**src/rtl/rhc_pkg.sv**
```systemverilog
package rhc_pkg;

	localparam int ChanW = 8;                 // one color channel
	localparam int HueW  = 16;                // hue, 0.16 of a turn
	localparam int SatW  = 8;
	localparam int DivW  = 11;                // 6*d is at most 1530
	localparam int DvdW  = 16;                // 255*d is at most 65025
	localparam int NumCells = HueW;           // one quotient bit per cell

	// Work carried from cell to cell along the divider row.
	typedef struct packed {
		logic [DivW-1:0]  hrem;   // hue partial remainder, below hdiv
		logic [DivW-1:0]  hdiv;   // 6*d
		logic [HueW-1:0]  hq;     // hue quotient bits so far
		logic [ChanW-1:0] srem;   // saturation partial remainder, below sdiv
		logic [ChanW-1:0] sdiv;   // max
		logic [DvdW-1:0]  sdvd;   // 255*d, consumed MSB first
		logic [SatW-1:0]  sq;     // saturation quotient bits so far
		logic             grey;   // spread is zero: hue forced to zero
		logic             black;  // max is zero: saturation forced to zero
		logic [ChanW-1:0] value;  // max, passed through
	} cell_t;

endpackage

```
**src/rtl/rhc_prep.sv**
```systemverilog
module rhc_prep (
	input  logic                    clk,
	input  logic                    arst_n,
	input  logic                    in_valid,
	output logic                    in_ready,
	input  logic [rhc_pkg::ChanW-1:0] red,
	input  logic [rhc_pkg::ChanW-1:0] green,
	input  logic [rhc_pkg::ChanW-1:0] blue,
	output logic                    out_valid,
	input  logic                    out_ready,
	output rhc_pkg::cell_t          out_data
);
	import rhc_pkg::*;

	localparam int NumW = DivW + 1;   // signed hue numerator before wrap

	logic [ChanW-1:0] mx, mn, d;
	logic [DivW-1:0]  d6;
	logic [NumW-1:0]  base, pos, neg, num;
	cell_t            nxt;
	logic             valid_q;

	always_comb begin
		mx = (red > green) ? red : green;
		mx = (mx > blue) ? mx : blue;
		mn = (red < green) ? red : green;
		mn = (mn < blue) ? mn : blue;
		d  = mx - mn;
		d6 = ({{(DivW-ChanW){1'b0}}, d} << 2) + ({{(DivW-ChanW){1'b0}}, d} << 1);

		// ties go to red, then green
		priority if (mx == red) begin
			base = '0;
			pos  = {{(NumW-ChanW){1'b0}}, green};
			neg  = {{(NumW-ChanW){1'b0}}, blue};
		end else if (mx == green) begin
			base = {{(NumW-ChanW){1'b0}}, d} << 1;
			pos  = {{(NumW-ChanW){1'b0}}, blue};
			neg  = {{(NumW-ChanW){1'b0}}, red};
		end else begin
			base = {{(NumW-ChanW){1'b0}}, d} << 2;
			pos  = {{(NumW-ChanW){1'b0}}, red};
			neg  = {{(NumW-ChanW){1'b0}}, green};
		end
		num = base + pos - neg;
		if (num[NumW-1]) begin
			num = num + {1'b0, d6};   // wrap by one turn
		end

		nxt.hrem  = num[DivW-1:0];
		nxt.hdiv  = d6;
		nxt.hq    = '0;
		nxt.srem  = '0;
		nxt.sdiv  = mx;
		nxt.sdvd  = ({{(DvdW-ChanW){1'b0}}, d} << ChanW) - {{(DvdW-ChanW){1'b0}}, d};
		nxt.sq    = '0;
		nxt.grey  = (d == '0);
		nxt.black = (mx == '0);
		nxt.value = mx;
	end

	assign in_ready  = !valid_q || out_ready;
	assign out_valid = valid_q;

	always_ff @(posedge clk or negedge arst_n) begin
		if (!arst_n) begin
			valid_q <= 1'b0;
		end else if (in_ready) begin
			valid_q <= in_valid;
		end
	end

	always_ff @(posedge clk) begin
		if (in_valid && in_ready) begin
			out_data <= nxt;
		end
	end

endmodule

```
**src/rtl/rhc_cell.sv**
```systemverilog
module rhc_cell (
	input  logic           clk,
	input  logic           arst_n,
	input  logic           in_valid,
	output logic           in_ready,
	input  rhc_pkg::cell_t in_data,
	output logic           out_valid,
	input  logic           out_ready,
	output rhc_pkg::cell_t out_data
);
	import rhc_pkg::*;

	logic [DivW:0]  ht;
	logic [ChanW:0] st;
	logic           hbit, sbit;
	cell_t          nxt;
	logic           valid_q;

	// One restoring step for each divider.
	always_comb begin
		nxt  = in_data;
		ht   = {in_data.hrem, 1'b0};
		hbit = (ht >= {1'b0, in_data.hdiv});
		nxt.hrem = hbit ? DivW'(ht - {1'b0, in_data.hdiv}) : ht[DivW-1:0];
		nxt.hq   = {in_data.hq[HueW-2:0], hbit};

		st   = {in_data.srem, in_data.sdvd[DvdW-1]};
		sbit = (st >= {1'b0, in_data.sdiv});
		nxt.srem = sbit ? ChanW'(st - {1'b0, in_data.sdiv}) : st[ChanW-1:0];
		nxt.sq   = {in_data.sq[SatW-2:0], sbit};
		nxt.sdvd = {in_data.sdvd[DvdW-2:0], 1'b0};
	end

	assign in_ready  = !valid_q || out_ready;
	assign out_valid = valid_q;

	always_ff @(posedge clk or negedge arst_n) begin
		if (!arst_n) begin
			valid_q <= 1'b0;
		end else if (in_ready) begin
			valid_q <= in_valid;
		end
	end

	always_ff @(posedge clk) begin
		if (in_valid && in_ready) begin
			out_data <= nxt;
		end
	end

endmodule

```
**src/rtl/rgb_to_hsv_convert.sv**
```systemverilog
// channel | dir | fields in tdata, lowest bit up
// --------+-----+---------------------------------------------------------
// s_*     | in  | red_in [7:0], green_in [15:8], blue_in [23:16]
// m_*     | out | hue_out [15:0], sat_out [23:16], value_out [31:24]
//
// One request accepted per cycle while s_tready is high, one result per request, in order.
// The pipeline is a setup stage (max, min, numerators) and a row of
// 16 divider cells, each producing one hue and one saturation quotient bit.
// Every stage has its own valid bit; a stage moves when it is empty or the
// next one moves, so bubbles are squeezed out while the output is stalled.
// s_tready falls only when all 17 stages hold requests and m_tready is low.
// Reset clears the valid bits only; the data registers are not reset.
module rgb_to_hsv_convert (
	input  logic        clk,
	input  logic        arst_n,
	input  logic        s_tvalid,
	output logic        s_tready,
	input  logic [23:0] s_tdata,   // red_in, green_in, blue_in
	output logic        m_tvalid,
	input  logic        m_tready,
	output logic [31:0] m_tdata    // hue_out, sat_out, value_out
);
	import rhc_pkg::*;

	logic  [NumCells:0] vld;
	logic  [NumCells:0] rdy;
	cell_t              dat [NumCells+1];
	cell_t              fin;

	// setup stage
	rhc_prep u_prep (
		.clk       (clk),
		.arst_n    (arst_n),
		.in_valid  (s_tvalid),
		.in_ready  (s_tready),
		.red       (s_tdata[ChanW-1:0]),
		.green     (s_tdata[2*ChanW-1:ChanW]),
		.blue      (s_tdata[3*ChanW-1:2*ChanW]),
		.out_valid (vld[0]),
		.out_ready (rdy[0]),
		.out_data  (dat[0])
	);

	// divider row: each cell hands its partial remainders to the next
	for (genvar i = 0; i < NumCells; i++) begin : g_cell
		rhc_cell u_cell (
			.clk       (clk),
			.arst_n    (arst_n),
			.in_valid  (vld[i]),
			.in_ready  (rdy[i]),
			.in_data   (dat[i]),
			.out_valid (vld[i+1]),
			.out_ready (rdy[i+1]),
			.out_data  (dat[i+1])
		);
	end

	// last cell register is the output register
	assign fin      = dat[NumCells];
	assign m_tvalid = vld[NumCells];
	assign rdy[NumCells] = m_tready;
	assign m_tdata  = {fin.value,
	                   fin.black ? {SatW{1'b0}} : fin.sq,
	                   fin.grey  ? {HueW{1'b0}} : fin.hq};

	// zero saturation means a grey or black pixel, which has zero hue
	a_grey_hue: assert property (@(posedge clk) disable iff (!arst_n)
		m_tvalid && m_tdata[23:16] == 8'd0 |-> m_tdata[15:0] == 16'd0)
		else $error("nonzero hue with zero saturation");

	// black pixel carries zero saturation and hue
	a_black: assert property (@(posedge clk) disable iff (!arst_n)
		m_tvalid && m_tdata[31:24] == 8'd0 |-> m_tdata[23:0] == 24'd0)
		else $error("black pixel with nonzero hue or saturation");

	// input is refused only when the whole row is full and output stalled
	a_full: assert property (@(posedge clk) disable iff (!arst_n)
		!s_tready |-> m_tvalid && !m_tready && (&vld))
		else $error("request refused with room in the pipeline");

endmodule

```
**config.mk**
```make
export PLATFORM = sky130hd
export DESIGN_NAME = rgb_to_hsv_convert
export DESIGN_NICKNAME = d
export VERILOG_FILES = /design/src/rtl/rhc_pkg.sv /design/src/rtl/rhc_prep.sv /design/src/rtl/rhc_cell.sv /design/src/rtl/rgb_to_hsv_convert.sv
export SDC_FILE = /design/constraint.sdc
export NUM_CORES = 2
export LEC_CHECK = 0
export BUFFER_PORTS_ARGS = -buffer_cell sky130_fd_sc_hd__buf_2
export CORE_ASPECT_RATIO = 0.5
export CORE_UTILIZATION = 56
export CTS_BUF_LIST = sky130_fd_sc_hd__clkbuf_16
export DETAILED_ROUTE_END_ITERATION = 10
export GPL_TIMING_DRIVEN = 0
export PLACE_DENSITY = 0.8
export SLEW_MARGIN = 5
export SYNTH_ARGS = -nofsm -noshare
export SYNTH_HDL_FRONTEND = slang
export SYNTH_SLANG_ARGS = --single-unit
```
**constraint.sdc**
```tcl
create_clock -name clk -period 4.6 [get_ports clk]
set_clock_uncertainty 0.2 [all_clocks]
set_input_delay 0.69 -clock clk [delete_from_list [all_inputs] [get_ports clk]]
set_output_delay 0.69 -clock clk [all_outputs]
set_load 0.1 [all_outputs]
```
==> impl_metrics.env <==
export IMPL_fmax_mhz=128
export IMPL_cts_tree="built"
export IMPL_ys_ff_latch=905
export IMPL_avgRoutedWirePerCell_um=16.7
export IMPL_htree_num_levels=3
export IMPL_clock_root_buffer="clkbuf_16"
export IMPL_io_pins=62
export IMPL_antenna_left=0
export IMPL_max_cap_viol_count=0
export IMPL_ys_flop_type="edfxtp_1"
export IMPL_slew_headroom_pct=27.6
export IMPL_grt_pass1_vias=28700
export IMPL_power_switching_mw=15.0
export IMPL_worst_path_max_delay_cell="fa_1"
export IMPL_synth_async_reset_ratio_pct=1.88
export IMPL_rows=73
export IMPL_hold_path_cell_count=2
export IMPL_power_density_mw_per_mm2=783
export IMPL_min_from="s_tvalid"
export IMPL_min_to="u_prep.out_valid"
export IMPL_numPortBuffers=57
export IMPL_path_class="in -> reg"
export IMPL_p_leak_nw=21.3
export IMPL_critPathArrivalTime_ns=8.01
export IMPL_yosysUniqueCellTypes=80
export IMPL_n_fill_cell=5514
export IMPL_cp_end_kind="register"
export IMPL_clkPwrFrac_pct=16.8
export IMPL_finalMaxSlewViolations=0
export IMPL_vias=27500
export IMPL_vias_per_cell=5.49
export IMPL_cp_max_fo=8
export IMPL_clock_path_buffers=3
export IMPL_syn_num_nets=4043
export IMPL_fin_ws_ns=-3.23
export IMPL_fin_tns_setup_ns=-61.23
export IMPL_clkSinkCount=905
export IMPL_pre_cts_slack_ns=-4.67
export IMPL_grt_first_pass_wirelength_um=137000
export IMPL_path_clk_slew_ns=0.06
export IMPL_dp_final_hpwl_um=57700
export IMPL_layout_min_cycle_time_ns=7.83
export IMPL_cts_inserted_buffers=82
export IMPL_synth_edf_count=888
export IMPL_die_h_um=204
export IMPL_setup_viol=35
export IMPL_finalHoldViolations=0
export IMPL_yosys_warnings=0
export IMPL_dieWidth_um=406
export IMPL_grt_max_degree=61
export IMPL_antenna_found_initial=0
export IMPL_vdd_drop_max_mv=0.997
export IMPL_synth_area_mm2=0.0457
export IMPL_yosysSeqAreaShare_pct=59.3
export IMPL_r2r_cells=13
export IMPL_dr_first_iter_drc_count=1612
export IMPL_drc=0
export IMPL_fin_crit_sh_pct=170
export IMPL_reg2reg_to="g_cell[6].u_cell.out_data[85]"
export IMPL_r2r_start="g_cell[5].u_cell.out_data[68]"
export IMPL_nNetsFinal=4278
export IMPL_drtPass1Iterations=5
export IMPL_hold_class="in -> reg"
export IMPL_seqPwrFrac_pct=33.5
export IMPL_worst_pin_slew_ns=1.09
export IMPL_rsz0062_at_grt="yes"
export IMPL_track_usage_pct=20.5
export IMPL_grt_overflow=0
export IMPL_avgSynthCellArea_um2=12.6
export IMPL_internal_power_mw=25.9
export IMPL_violations="negative setup slack"
export IMPL_power_frac_comb_pct=49.7
export IMPL_coreArea_mm2=0.0800
export IMPL_finalWirelength_um=83700
export IMPL_slowest_delay_ns=0.52
export IMPL_sw_frac_of_total_pct=36.8
export IMPL_crit_top_cell="ha_4"
export IMPL_antenna_cells=0
export IMPL_status="finished with violations"
export IMPL_start_kind="input pin"
export IMPL_required_ns=4.79
export IMPL_r2r_slack_ns=0.31
export IMPL_drive_gt1_share_pct=15.2
export IMPL_start_util_pct=57.1
export IMPL_place_congestion=0.891
export IMPL_insertion_delay_ns=0.65
export IMPL_dieArea_mm2=0.0827
export IMPL_area_growth_pct=14.4
export IMPL_synthCells=3626
==> placed cells by master (no fill, tap or decap), types with 13 or more instances in the layout <==
| master | instances |
|---|---|
| nor3_1 | 25 |
| xnor2_1 | 93 |
| and2_1 | 16 |
| nor2_1 | 214 |
| clkbuf_16 | 88 |
| inv_1 | 501 |
| a21o_1 | 29 |
| nand2_1 | 232 |
| xor2_1 | 51 |
| ha_4 | 25 |
| mux2_2 | 113 |
| edfxtp_1 | 888 |
| ha_1 | 320 |
| or4_1 | 13 |
| a21boi_0 | 82 |
| buf_12 | 16 |
| clkbuf_1 | 27 |
| nor2b_1 | 96 |
| fa_1 | 36 |
| clkinv_1 | 19 |
| a21oi_1 | 81 |
| nand2b_1 | 59 |
| a21oi_2 | 17 |
| buf_4 | 70 |
| o31ai_1 | 30 |
| o21ai_0 | 237 |
| buf_6 | 23 |
| mux2i_1 | 42 |
| nand3_1 | 20 |
| nand4_1 | 60 |
| buf_2 | 49 |
| a221oi_1 | 15 |
| dfrtp_1 | 17 |
==> layer usage <==
layer | part of all wire, % | vias to the layer above | GRT usage (%)
met2 | 53 | 647 | 39.2
met1 | 40 | 13200 | 23.1
met4 | 3.2 | 0 | 7.13
li1 | - | 13400 | -
met3 | 3.7 | 198 | 3.27
met5 | 0 | - | 0
==> per-stage QoR <==
stage | cell area, um2 | instances | util (%) | total power [mW] | hold WS, ns
finish | 52200 | 5005 | 65.3 | 40.9 | 0.0546
global route | 52200 | 5005 | 65.3 | 43.5 | 0.0357
CTS | 51600 | 4975 | 64.5 | 39.2 | 0.0225
detailed placement | 48000 | 4784 | 60.0 | 30.6 | 0.205
global placement | 47600 | 4770 | 59.5 | 29.7 | 0.200
floorplan | 46000 | 3626 | - | 26.8 | 0.194
==> synth_stat cells (8+ instances only) <==
master | number | area, um2
edfxtp_1 | 888 | 26700
inv_1 | 508 | 1910
ha_1 | 349 | 4370
o21ai_0 | 249 | 1250
nand2_1 | 245 | 920
nor2_1 | 223 | 837
mux2_2 | 120 | 1350
xnor2_1 | 102 | 893
a21oi_1 | 101 | 505
nor2b_1 | 100 | 626
a21boi_0 | 82 | 616
nand2b_1 | 60 | 375
nand4_1 | 60 | 375
xor2_1 | 58 | 508
mux2i_1 | 44 | 440
fa_1 | 40 | 801
clkbuf_1 | 36 | 135
o31ai_1 | 32 | 240
and2_1 | 30 | 188
a21o_1 | 29 | 218
nor3_1 | 27 | 135
nand3_1 | 24 | 120
dfrtp_1 | 17 | 425
a221oi_1 | 15 | 131
o21bai_1 | 13 | 97.6
or4_1 | 13 | 97.6
o21a_1 | 11 | 82.6
o211a_1 | 9 | 90.1
o211ai_1 | 9 | 67.6
a211o_1 | 8 | 70.1
a211oi_1 | 8 | 60.1
a311oi_1 | 8 | 70.1
and3_1 | 8 | 50.1
buf_4 | 8 | 60.1
==> registers in the layout, summed over array words and instances (netlist names) <==
signal / flops
u_prep.out_valid: 1
g_cell.u_cell.out_valid: 16
g_cell.u_cell.out_data: 843
u_prep.out_data: 45
==> worst max-delay path, delay by kind of cell <==
kind,cells,cell delay (ns)
adders and majority gates,7,2.17
and+or+nand+nor,13,1.83
AOI/OAI and AO/OA,9,1.43
buffers and inverters,7,0.77
xor gates and xnor gates,4,0.57
muxes,2,0.52
==> power by group through the flow <==
stage	clock [mW]	combinational, mW	sequential, mW
final	6.85	20.3	13.7
after global routing	7.30	22.2	13.9
after CTS	6.98	18.5	13.7
after detailed placement	0	16.7	13.9
after global placement	0	15.9	13.8
after floorplan	0	13.3	13.5
==> worst max path at each step <==
stage                            from                  end  slack [ns]  depth (start not counted)
after floorplan           s_tdata[15]  u_prep.out_data[87]       -3.42                         42
after global placement    s_tdata[11]  u_prep.out_data[87]       -4.50                         40
after detailed placement  s_tdata[11]  u_prep.out_data[87]       -4.67                         39
after CTS                 s_tdata[15]  u_prep.out_data[87]       -3.22                         44
after global routing      s_tdata[10]  u_prep.out_data[87]       -3.49                         44
final                      s_tdata[7]  u_prep.out_data[87]       -3.23                         42
==> logic make-up (layout without fill, tap and decap cells) <==
kind of cell    count (synthesis)  count (layout)  synth area share (%)
mux                           166             166                  3.99
flops                         905             905                  59.3
compound gates                623             623                  8.76
xor+xnor                      161             161                  3.11
simple gates                  824             824                  8.81
buf+inv                       558             850                  4.67
fa+ha+maj                     389             389                  11.3
==> what timing repair did <==
item                       4_1_cts  5_1_grt
resized for setup              124       87
setup endpoints to repair       37       36
pin swaps                       48       62
hold buffers                     1        0
hold endpoints to repair        17        0
cloned                           2        0
buffers inserted                52       33
==> area by class of cell <==
cell class / instances / area (um2) / area share (%)
tap: 1087 / 1360 / 2.60
clock inverter: 56 / 532 / 1.02
inverter: 508 / 1940 / 3.72
buffer: 50 / 368 / 0.704
multi-input combinational: 2163 / 17500 / 33.4
timing repair buffer: 151 / 1360 / 2.61
sequential: 905 / 27100 / 51.8
clock buffer: 85 / 2130 / 4.07
No activity file was read; power rests on OpenSTA's default activity.
